**config.mk**
```make
export PLATFORM = sky130hd
export DESIGN_NAME = nfs_controller
export DESIGN_NICKNAME = d
export VERILOG_FILES = /design/src/rtl/nfs_pkg.sv /design/src/rtl/nfs_controller.sv
export SDC_FILE = /design/constraint.sdc
export NUM_CORES = 1
export LEC_CHECK = 0
export ABC_AREA = 1
export BUFFER_PORTS_ARGS = -buffer_cell sky130_fd_sc_hd__buf_2
export CAP_MARGIN = 20
export CELL_PAD_IN_SITES_DETAIL_PLACEMENT = 1
export CELL_PAD_IN_SITES_GLOBAL_PLACEMENT = 2
export CORE_MARGIN = 2
export CORE_UTILIZATION = 15
export DETAILED_ROUTE_END_ITERATION = 12
export PLACE_DENSITY_LB_ADDON = 0.1
export RECOVER_POWER = 100
export SLEW_MARGIN = 0
export SYNTH_ARGS = -nofsm -noshare
export SYNTH_HDL_FRONTEND = slang
export SYNTH_SLANG_ARGS = --single-unit
```
**constraint.sdc**
```tcl
create_clock -name clock -period 2.4 [get_ports clock]
set_clock_uncertainty 0.05 [all_clocks]
set_input_delay 0.36 -clock clock [delete_from_list [all_inputs] [get_ports clock]]
set_output_delay 0.36 -clock clock [all_outputs]
set_load 0.005 [all_outputs]
```
**src/rtl/nfs_pkg.sv**
```systemverilog
// shared types and constants for the nondominated front sorter
// no dependencies
`timescale 1ns / 1ps
package nfs_pkg;
   localparam int POP_SIZE = 32;
   localparam int MAX_OBJECTIVES = 4;
   localparam int NUM_IN_OBJ = 4;
   localparam int IDX_W = $clog2(POP_SIZE);
   localparam int CNT_W = $clog2(POP_SIZE + 1);
   localparam int OBJ_W = 32;
   localparam int ROW_W = MAX_OBJECTIVES * OBJ_W;
   localparam int ACT_MAX = (MAX_OBJECTIVES < NUM_IN_OBJ) ? MAX_OBJECTIVES : NUM_IN_OBJ;

   typedef struct packed {
      logic signed [OBJ_W-1:0] objective_0;
      logic signed [OBJ_W-1:0] objective_1;
      logic signed [OBJ_W-1:0] objective_2;
      logic signed [OBJ_W-1:0] objective_3;
      logic                    final_individual;
   } req_type;

   typedef struct packed {
      logic [4:0] individual_index;
      logic [4:0] front_rank;
      logic       last_of_run;
      logic       overflowed;
   } rsp_type;

   // controller to datapath
   typedef struct packed {
      logic store_item;    // write req item at loaded count
      logic set_ovf;
      logic latch_cfg;     // capture active objective count
      logic clear_run;     // reset count, emitted, mask, front, ovf
      logic start_pass;    // clear dominated vector, i=j=e=0
      logic cmp_step;      // issue pair (i,j) and advance the sweep
      logic emit_step;     // advance emit index
      logic commit_front;  // fold current front into mask
   } dp_cmd_type;

   // datapath to controller
   typedef struct packed {
      logic full;
      logic last_pair;     // sweep sits on the last pair
      logic emit_hit;      // current emit index is in front
      logic emit_end;      // emit index at the last loaded member
      logic all_done;      // every member assigned after commit
   } dp_stat_type;
endpackage

```
**src/rtl/nfs_controller.sv**
```systemverilog
// controller: load, compare sweep, commit and result emission sequencing
// depends on nfs_pkg
`timescale 1ns / 1ps
module nfs_controller (
   input  logic                 clock,
   input  logic                 reset,
   input  logic                 req_valid,
   output logic                 req_ready,
   input  logic                 req_final,
   output logic                 rsp_valid,
   input  logic                 rsp_ready,
   input  nfs_pkg::dp_stat_type stat,
   output nfs_pkg::dp_cmd_type  cmd
);
   import nfs_pkg::*;

   localparam logic [2:0] ST_LOAD = 3'd0;
   localparam logic [2:0] ST_INIT = 3'd1;
   localparam logic [2:0] ST_CMP  = 3'd2;
   localparam logic [2:0] ST_WAIT = 3'd3;
   localparam logic [2:0] ST_EMIT = 3'd4;
   localparam logic [2:0] ST_CMT  = 3'd5;

   logic [2:0] state_ff, state_in;
   logic acc;

   assign req_ready = (state_ff == ST_LOAD);
   assign acc = req_valid && req_ready;
   assign rsp_valid = (state_ff == ST_EMIT) && stat.emit_hit;

   always_comb begin
      cmd = '0;
      state_in = state_ff;
      unique case (state_ff)
         ST_LOAD: if (acc) begin
            cmd.store_item = 1'b1;
            cmd.set_ovf = stat.full;
            if (req_final) begin
               cmd.latch_cfg = 1'b1;
               state_in = ST_INIT;
            end
         end
         ST_INIT: begin
            cmd.start_pass = 1'b1;
            state_in = ST_CMP;
         end
         ST_CMP: begin
            cmd.cmp_step = 1'b1;
            if (stat.last_pair) state_in = ST_WAIT;
         end
         // last compare still in flight
         ST_WAIT: state_in = ST_EMIT;
         ST_EMIT: if (!stat.emit_hit || rsp_ready) begin
            cmd.emit_step = 1'b1;
            if (stat.emit_end) state_in = ST_CMT;
         end
         ST_CMT: begin
            cmd.commit_front = 1'b1;
            if (stat.all_done) begin
               cmd.clear_run = 1'b1;
               state_in = ST_LOAD;
            end else state_in = ST_INIT;
         end
         default: state_in = ST_LOAD;
      endcase
   end

   always_ff @(posedge clock) begin
      if (reset) state_ff <= ST_LOAD;
      else state_ff <= state_in;
   end
endmodule

```
## Yosys cells after proc, flatten, opt, wreduce, memory -nomap -nowiden

Index checks and enable logic that the tools add are counted.

| storage, ports and cells | value |
|---|---|
| output and inout port bits | 10 |
| logic and storage cells | 34 |
| register bits after elaboration | 3 |
| input bits | 10 |

| operators by class | value |
|---|---|
| mux-type cells | 17 |
| equal/unequal tests | 10 |
| reduce and logical (&&, ||, !) cells | 6 |

Operators by type and width:

| kind | count |
|---|---|
| $mux 3 | 7 |
| $pmux 3 s6 | 1 |
| $mux 1 | 9 |
| $eq 3x2->1 const B | 2 |
| $eq 3x3->1 const B | 2 |
| $ne 2x1->1 const B | 3 |
| $reduce_and 5->1 | 1 |
| $ne 2x2->1 const B | 2 |
| $eq 3x1->1 const B | 1 |
| $logic_not 3->1 | 1 |
| $logic_and 1x1->1 | 2 |
| $logic_not 1->1 | 1 |
| $logic_or 1x1->1 | 1 |

## Longest topological paths before layout

Gate-level depths: netlist of run 1.

| logic depth | value |
|---|---|
| word-level depth | 4 |
| mapped depth | 6 |
| mapped depth without buffers | 6 |

## Worst setup path before layout of run 1

No wires, ideal clock.

| path | value |
|---|---|
| path type | reg-to-output |
| start | reg state_ff[1] |
| end | out cmd[6] in the netlist's numbering |
| cell stages (with the launch flop) | 4 |
| arrival time | 801 ps |
| required time | 1990 ps |
| buffers on the path | 0 |
| slack | 1189 ps |
| path through | dfxtp_1 -> nor2_2 -> nand2_2 -> nor3b_1 |

RTL lines:

| what | RTL line | text |
|---|---|---|
| start: declaration | nfs_controller.sv:24 | `logic [2:0] state_ff, state_in;` |
| start signal: assignment | nfs_controller.sv:70 | `else state_ff <= state_in;` |
| end: declaration | nfs_controller.sv:13 | `output nfs_pkg::dp_cmd_type cmd` |

==> flow_summary_export.csv, run 1 <==
group,metric,value,unit
status,status,"complete, no violations",
route,drc,0,
grt,grt_overflow,0,
power,p_sw,88.9,uW
final_layout,multi_input_area,128,sq um
final_layout,top_regs,"state_ff: 3 flops",
clock_network,postCtsHoldBufs,0,
clock_network,path_clk_slew,40,ps
timing,finalHoldViolations,0,
synth,ys_seq_elements,3,
synth,yosysUniqueCellTypes,16,
die,core_area,1510,sq um
worst_setup_path,cp.required,1990,ps
clock_network,cts.sinks,3,
placed_design,gp_congestion,0.664,
synth,syn-num-nets,52,
timing,rsz0062_at_grt,"false",
grt,track_usage,7.89,%
final_layout,area_delta_synth_final,51.3,%
route,avgViaCountPerCell,4.11,
placed_design,hpwl,638,um
grt,grt_max_degree,8,
synth,synthCells,42,
synth,syn_avg_cell_area,5.75,sq um
timing,period_needed,1660,ps
route,vias,333,
placed_design,port_buffers,19,
final_layout,largest_reg_flops,3,
clock_network,cts_tree,"built",
route,drt-total-wl,722,um
timing,slew-limit-headroom,85.5,%
worst_hold_path,hp-class,"primary input to flip-flop",
clock_network,clkLatencyLatePin,230,ps
route,drt_iter0_drc,2,
final_layout,fin_nets,76,
worst_setup_path,worstSetupPathType,"flip-flop to output pin",
flow_run,cap_violations,0,
final_layout,seqCellArea,60.1,sq um
timing,slew_viol_final,0,
route,dr.pass1.iters,2,
synth,syn_area,241,sq um
power,combinationalPowerShare,35.3,%
worst_setup_path,worstPathMaxFanout,6,
timing,setup_violations,0,
timing,worstMarginPinSlew,217,ps
worst_setup_path,cp-end-kind,"output pin",
die,dieArea,1950,sq um
timing,fin_crit_sh,69.2,%
clock_network,post_cts_resized,0,
route,routedWlPerCell,8.91,um
power,power_density,674,nW/um^2
power,power_frac_clock,35.6,%
power,internal_power,157,uW
clock_network,cts_root_buf,"clkbuf_4",
final_layout,regMostFlops,"state_ff",
grt,grt_first_pass_wirelength,1.12,mm
power,total_power,246,uW
grt,grt_pass1_vias,286,
die,dieHeight,44.1,um
power,p_leak,0.207,nW
final_layout,drive_gt1_share,30.8,%
final_layout,num_antenna_cells,0,
timing,tns,0,ps
die,die_w,44.1,um
power,irDropWorstVdd,0.000186,V
route,ant_nets,0,
final_layout,instances_no_fill,81,
power,p_sw_share,36.1,%
die,initial_core_util,16.0,%
final_layout,fin_util,24.3,%
grt,grt_antenna_before_repair,0,
timing,clock.fmax,0.603,GHz
worst_setup_path,cp.arrival,1250,ps
clock_network,ctsHtreeMaxLevel,1,
synth,yosys-top-cells-area,"dfxtp_1 (25%), inv_1 (12%), nand2_1 (11%)",
worst_setup_path,cp-start-kind,"flip-flop",
clock_network,clockBufferDepth,2,
synth,synth_area_leader_cell,"dfxtp_1",
synth,synth_top_area_share,24.9,%
clock_network,cts_inserted_buffers,3,
placed_design,post-place-cells,77,
die,rows,14,
synth,ys_seq_area_share,24.9,%
clock_network,cts_setup_buffers,0,
final_layout,fillCellCount,207,
power,power.share.sequential,29.1,%
die,io_pins,20,
synth,synth_warnings,0,
## cell usage after synthesis, drive strengths merged
| cell type | n |
|---|---|
| nor3 | 3 |
| and2 | 1 |
| dfxtp | 3 |
| nor4 | 1 |
| nor2 | 7 |
| a21oi | 2 |
| o21ai | 2 |
| nand3 | 2 |
| nand2 | 8 |
| nor3b | 1 |
| inv | 11 |
| nand4 | 1 |
## power groups by stage
stage / Clock, mW / Combinational, mW / Sequential, mW
2_1_floorplan: 0 / 0.0572 / 0.0712
3_3_place_gp: 0 / 0.100 / 0.0754
3_5_place_dp: 0 / 0.0968 / 0.0742
4_1_cts: 0.0911 / 0.0971 / 0.0735
5_1_grt: 0.0992 / 0.100 / 0.0733
6_report: 0.0875 / 0.0869 / 0.0717
## final cells by class
type / count / share of cell area, %
multi-input combinational: 28 / 34.9
timing repair buffer: 19 / 24.7
sequential: 3 / 16.4
inverter: 11 / 11.3
clock buffer: 4 / 7.19
tap: 16 / 5.48
## path summary, 6_finish.rpt
| kind | startpoint | end | slack [ps] | depth (start not counted) |
|---|---|---|---|---|
| setup / recovery | state_ff[1] | cmd[6] | 740 | 4 |
| hold / removal | reset | state_ff[1] | 280 | 2 |
| setup reg to reg | state_ff[2] | state_ff[2] | 1370 | 4 |
| hold reg to reg | state_ff[2] | state_ff[1] | 460 | 1 |
## worst max-delay path: stages, from the launching register on
cell	delay (ps)
dfxtp_1	360
nor2_1	200
nand2_1	140
nor3b_1	200
clkbuf_1	140
## through the flow
stage | cell area (sq um) | setup slack (ps) | hold WS, ps
3_5_place_dp | 357 | 1030 | 484
2_1_floorplan | 241 | 1190 | 379
3_3_place_gp | 357 | 1020 | 476
4_1_cts | 383 | 782 | 278
6_report | 365 | 740 | 281
5_1_grt | 365 | 599 | 283
## per-layer routing
metal	wire length, um	GRT usage (%)	part of all wire [%]
met5	0	0	0
met2	363	11.8	50
met4	0	5.45	0
met3	43	1.22	6.0
met1	315	10.3	44
## kinds of logic (layout without fill, tap and decap cells)
group | count (synthesis) | after routing | share of synthesized area (%)
AOI/OAI and AO/OA | 4 | 4 | 8.29
and+or+nand+nor | 24 | 24 | 49.8
buffers and inverters | 11 | 34 | 17.1
DFF | 3 | 3 | 24.9
## placed cells by master, fill, tap and decap left out
cell type and count:
o21ai_0 2, nand4_1 1, dfxtp_1 3, clkbuf_4 3, nand2_1 8, clkbuf_1 4
inv_2 2, nor3b_1 1, nor3_1 3, inv_1 9, nor2_1 7, nand3_1 2
clkbuf_2 2, nor4_1 1, buf_1 1, and2_0 1, buf_2 13, a21oi_1 2
Note: power is estimated with default switching activity, not from simulation.
==> run 2, diff against run 1 <==
--- a/config.mk
+++ b/config.mk
@@ -11,7 +11,7 @@
 export CELL_PAD_IN_SITES_DETAIL_PLACEMENT = 1
 export CELL_PAD_IN_SITES_GLOBAL_PLACEMENT = 2
 export CORE_MARGIN = 2
-export CORE_UTILIZATION = 15
+export CORE_UTILIZATION = 13
 export DETAILED_ROUTE_END_ITERATION = 12
 export PLACE_DENSITY_LB_ADDON = 0.1
 export RECOVER_POWER = 100
==> constraint.sdc (replaced) <==
create_clock -name clock -period 1.5 [get_ports clock]
set_clock_uncertainty 0.05 [all_clocks]
set_input_delay 0.225 -clock clock [delete_from_list [all_inputs] [get_ports clock]]
set_output_delay 0.225 -clock clock [all_outputs]
set_load 0.005 [all_outputs]
==> flow_summary_export.csv, run 2 (synthesis results as in run 1) <==
group,metric,value,unit
status,status,"complete, no violations",
die,io_pins,20,
placed_design,placed_cell_area,375,sq um
worst_setup_path,cp.arrival,1110,ps
die,initial_core_util,13.8,%
final_layout,mostFrequentLayoutCells,"buf_2 (14), inv_1 (8), nand2_1 (7), clkbuf_1 (7), nor2_1 (5)",
timing,slew_viol_final,0,
grt,grt_pass1_vias,293,
final_layout,fin_nets,77,
final_layout,top_regs,"state_ff: 3 flops",
worst_setup_path,cp-end-kind,"output pin",
timing,finalHoldViolations,0,
timing,setup_violations,0,
final_layout,seqCellArea,62.6,sq um
worst_setup_path,cp.required,1220,ps
clock_network,postCtsHoldBufs,0,
final_layout,num_antenna_cells,0,
final_layout,fin_area,408,sq um
worst_setup_path,worstPathMaxFanout,6,
timing,clock.fmax,0.724,GHz
clock_network,cts_root_buf,"clkbuf_4",
placed_design,port_buffers,19,
route,avgViaCountPerCell,3.73,
timing,period_needed,1380,ps
timing,tns,0,ps
final_layout,fillCellCount,242,
grt,track_usage,7.10,%
final_layout,regMostFlops,"state_ff",
power,power_density,1030,nW/um^2
placed_design,gp_congestion,0.661,
power,p_leak,0.211,nW
worst_setup_path,worstSetupPathType,"flip-flop to output pin",
die,die_w,47.1,um
grt,grt_max_degree,8,
grt,grt_first_pass_wirelength,1.13,mm
worst_setup_path,cp-start-kind,"flip-flop",
die,rows,15,
timing,worstMarginPinSlew,200,ps
timing,rsz0062_at_grt,"false",
route,routedWlPerCell,8.79,um
timing,slew-limit-headroom,86.5,%
route,drt-total-wl,800,um
route,ant_nets,0,
placed_design,hpwl,681,um
clock_network,cts.sinks,3,
clock_network,clockBufferDepth,2,
final_layout,final_common_cell,"buf_2",
die,core_area,1750,sq um
route,drc,0,
power,irDropWorstVdd,0.000330,V
die,dieArea,2220,sq um
clock_network,cts_inserted_buffers,3,
worst_hold_path,hp-class,"primary input to flip-flop",
clock_network,path_clk_slew,40,ps
clock_network,clkLatencyLatePin,230,ps
final_layout,fin_util,23.4,%
final_layout,drive_gt1_share,42.4,%
clock_network,ctsHtreeMaxLevel,1,
final_layout,largest_reg_flops,3,
flow_run,cap_violations,0,
route,drt_iter0_drc,3,
power,total_power,421,uW
timing,fin_crit_sh,92.0,%
clock_network,cts_tree,"built",
grt,grt_antenna_before_repair,0,
die,dieHeight,47.1,um
final_layout,multi_input_area,154,sq um
grt,grt_overflow,0,
route,vias,339,
route,dr.pass1.iters,2,
final_layout,area_delta_synth_final,68.9,%
run 2: changes by cell type in the layout (fill, tap and decap cells not counted), sizes merged:
cell / previous run / this run
clkbuf: 9 / 10
run 2: stage by stage:
step           std cells  setup WS [ps]  hold WS (ps)
2_1_floorplan         42            424           244
3_3_place_gp          87            243           393
3_5_place_dp          87            270           385
4_1_cts               91           18.3           143
5_1_grt               91           7.41           151
6_report              91            120           142
run 2: area by class of cell:
cell class,count,share of cell area [%]
Sequential cell,3,15.3
Clock buffer,4,6.44
Timing Repair Buffer,20,22.7
Inverter,11,10.1
Tap cell,25,7.67
Multi-Input combinational cell,28,37.7
run 2: worst paths after layout:
check	from	slack, ps	cells past startpoint	end
worst min-delay path	reset	140	2	state_ff[1]
worst max register to register	state_ff[2]	500	5	state_ff[0]
worst min register to register	state_ff[0]	510	2	state_ff[1]
worst max-delay path	state_ff[0]	120	6	cmd[1]
run 2: where the power goes:
group	total, mW	internal, mW	leakage, nW	switching (mW)
combinational	0.160	0.0677	0.170	0.0923
sequential	0.124	0.0965	0.0253	0.0272
clock	0.138	0.0995	0.0150	0.0383
run 2: repair_timing:
item                                    CTS  global route
buffers inserted                          0             0
endpoints found under the setup margin    0             3
gates resized for setup                   0             5
run 2: critical path: stages (launching register included):
cell	delay (ps)
dfxtp_2	350
inv_2	80
nand2_1	70
nor2_2	90
inv_1	80
a21oi_2	100
buf_2	110
run 2: metal layers:
layer  part of all wire (%)  GRT usage (%)
met1                     44           8.70
met2                     49           11.5
met3                    6.9           1.92
met4                      0           3.33
met5                      0              0
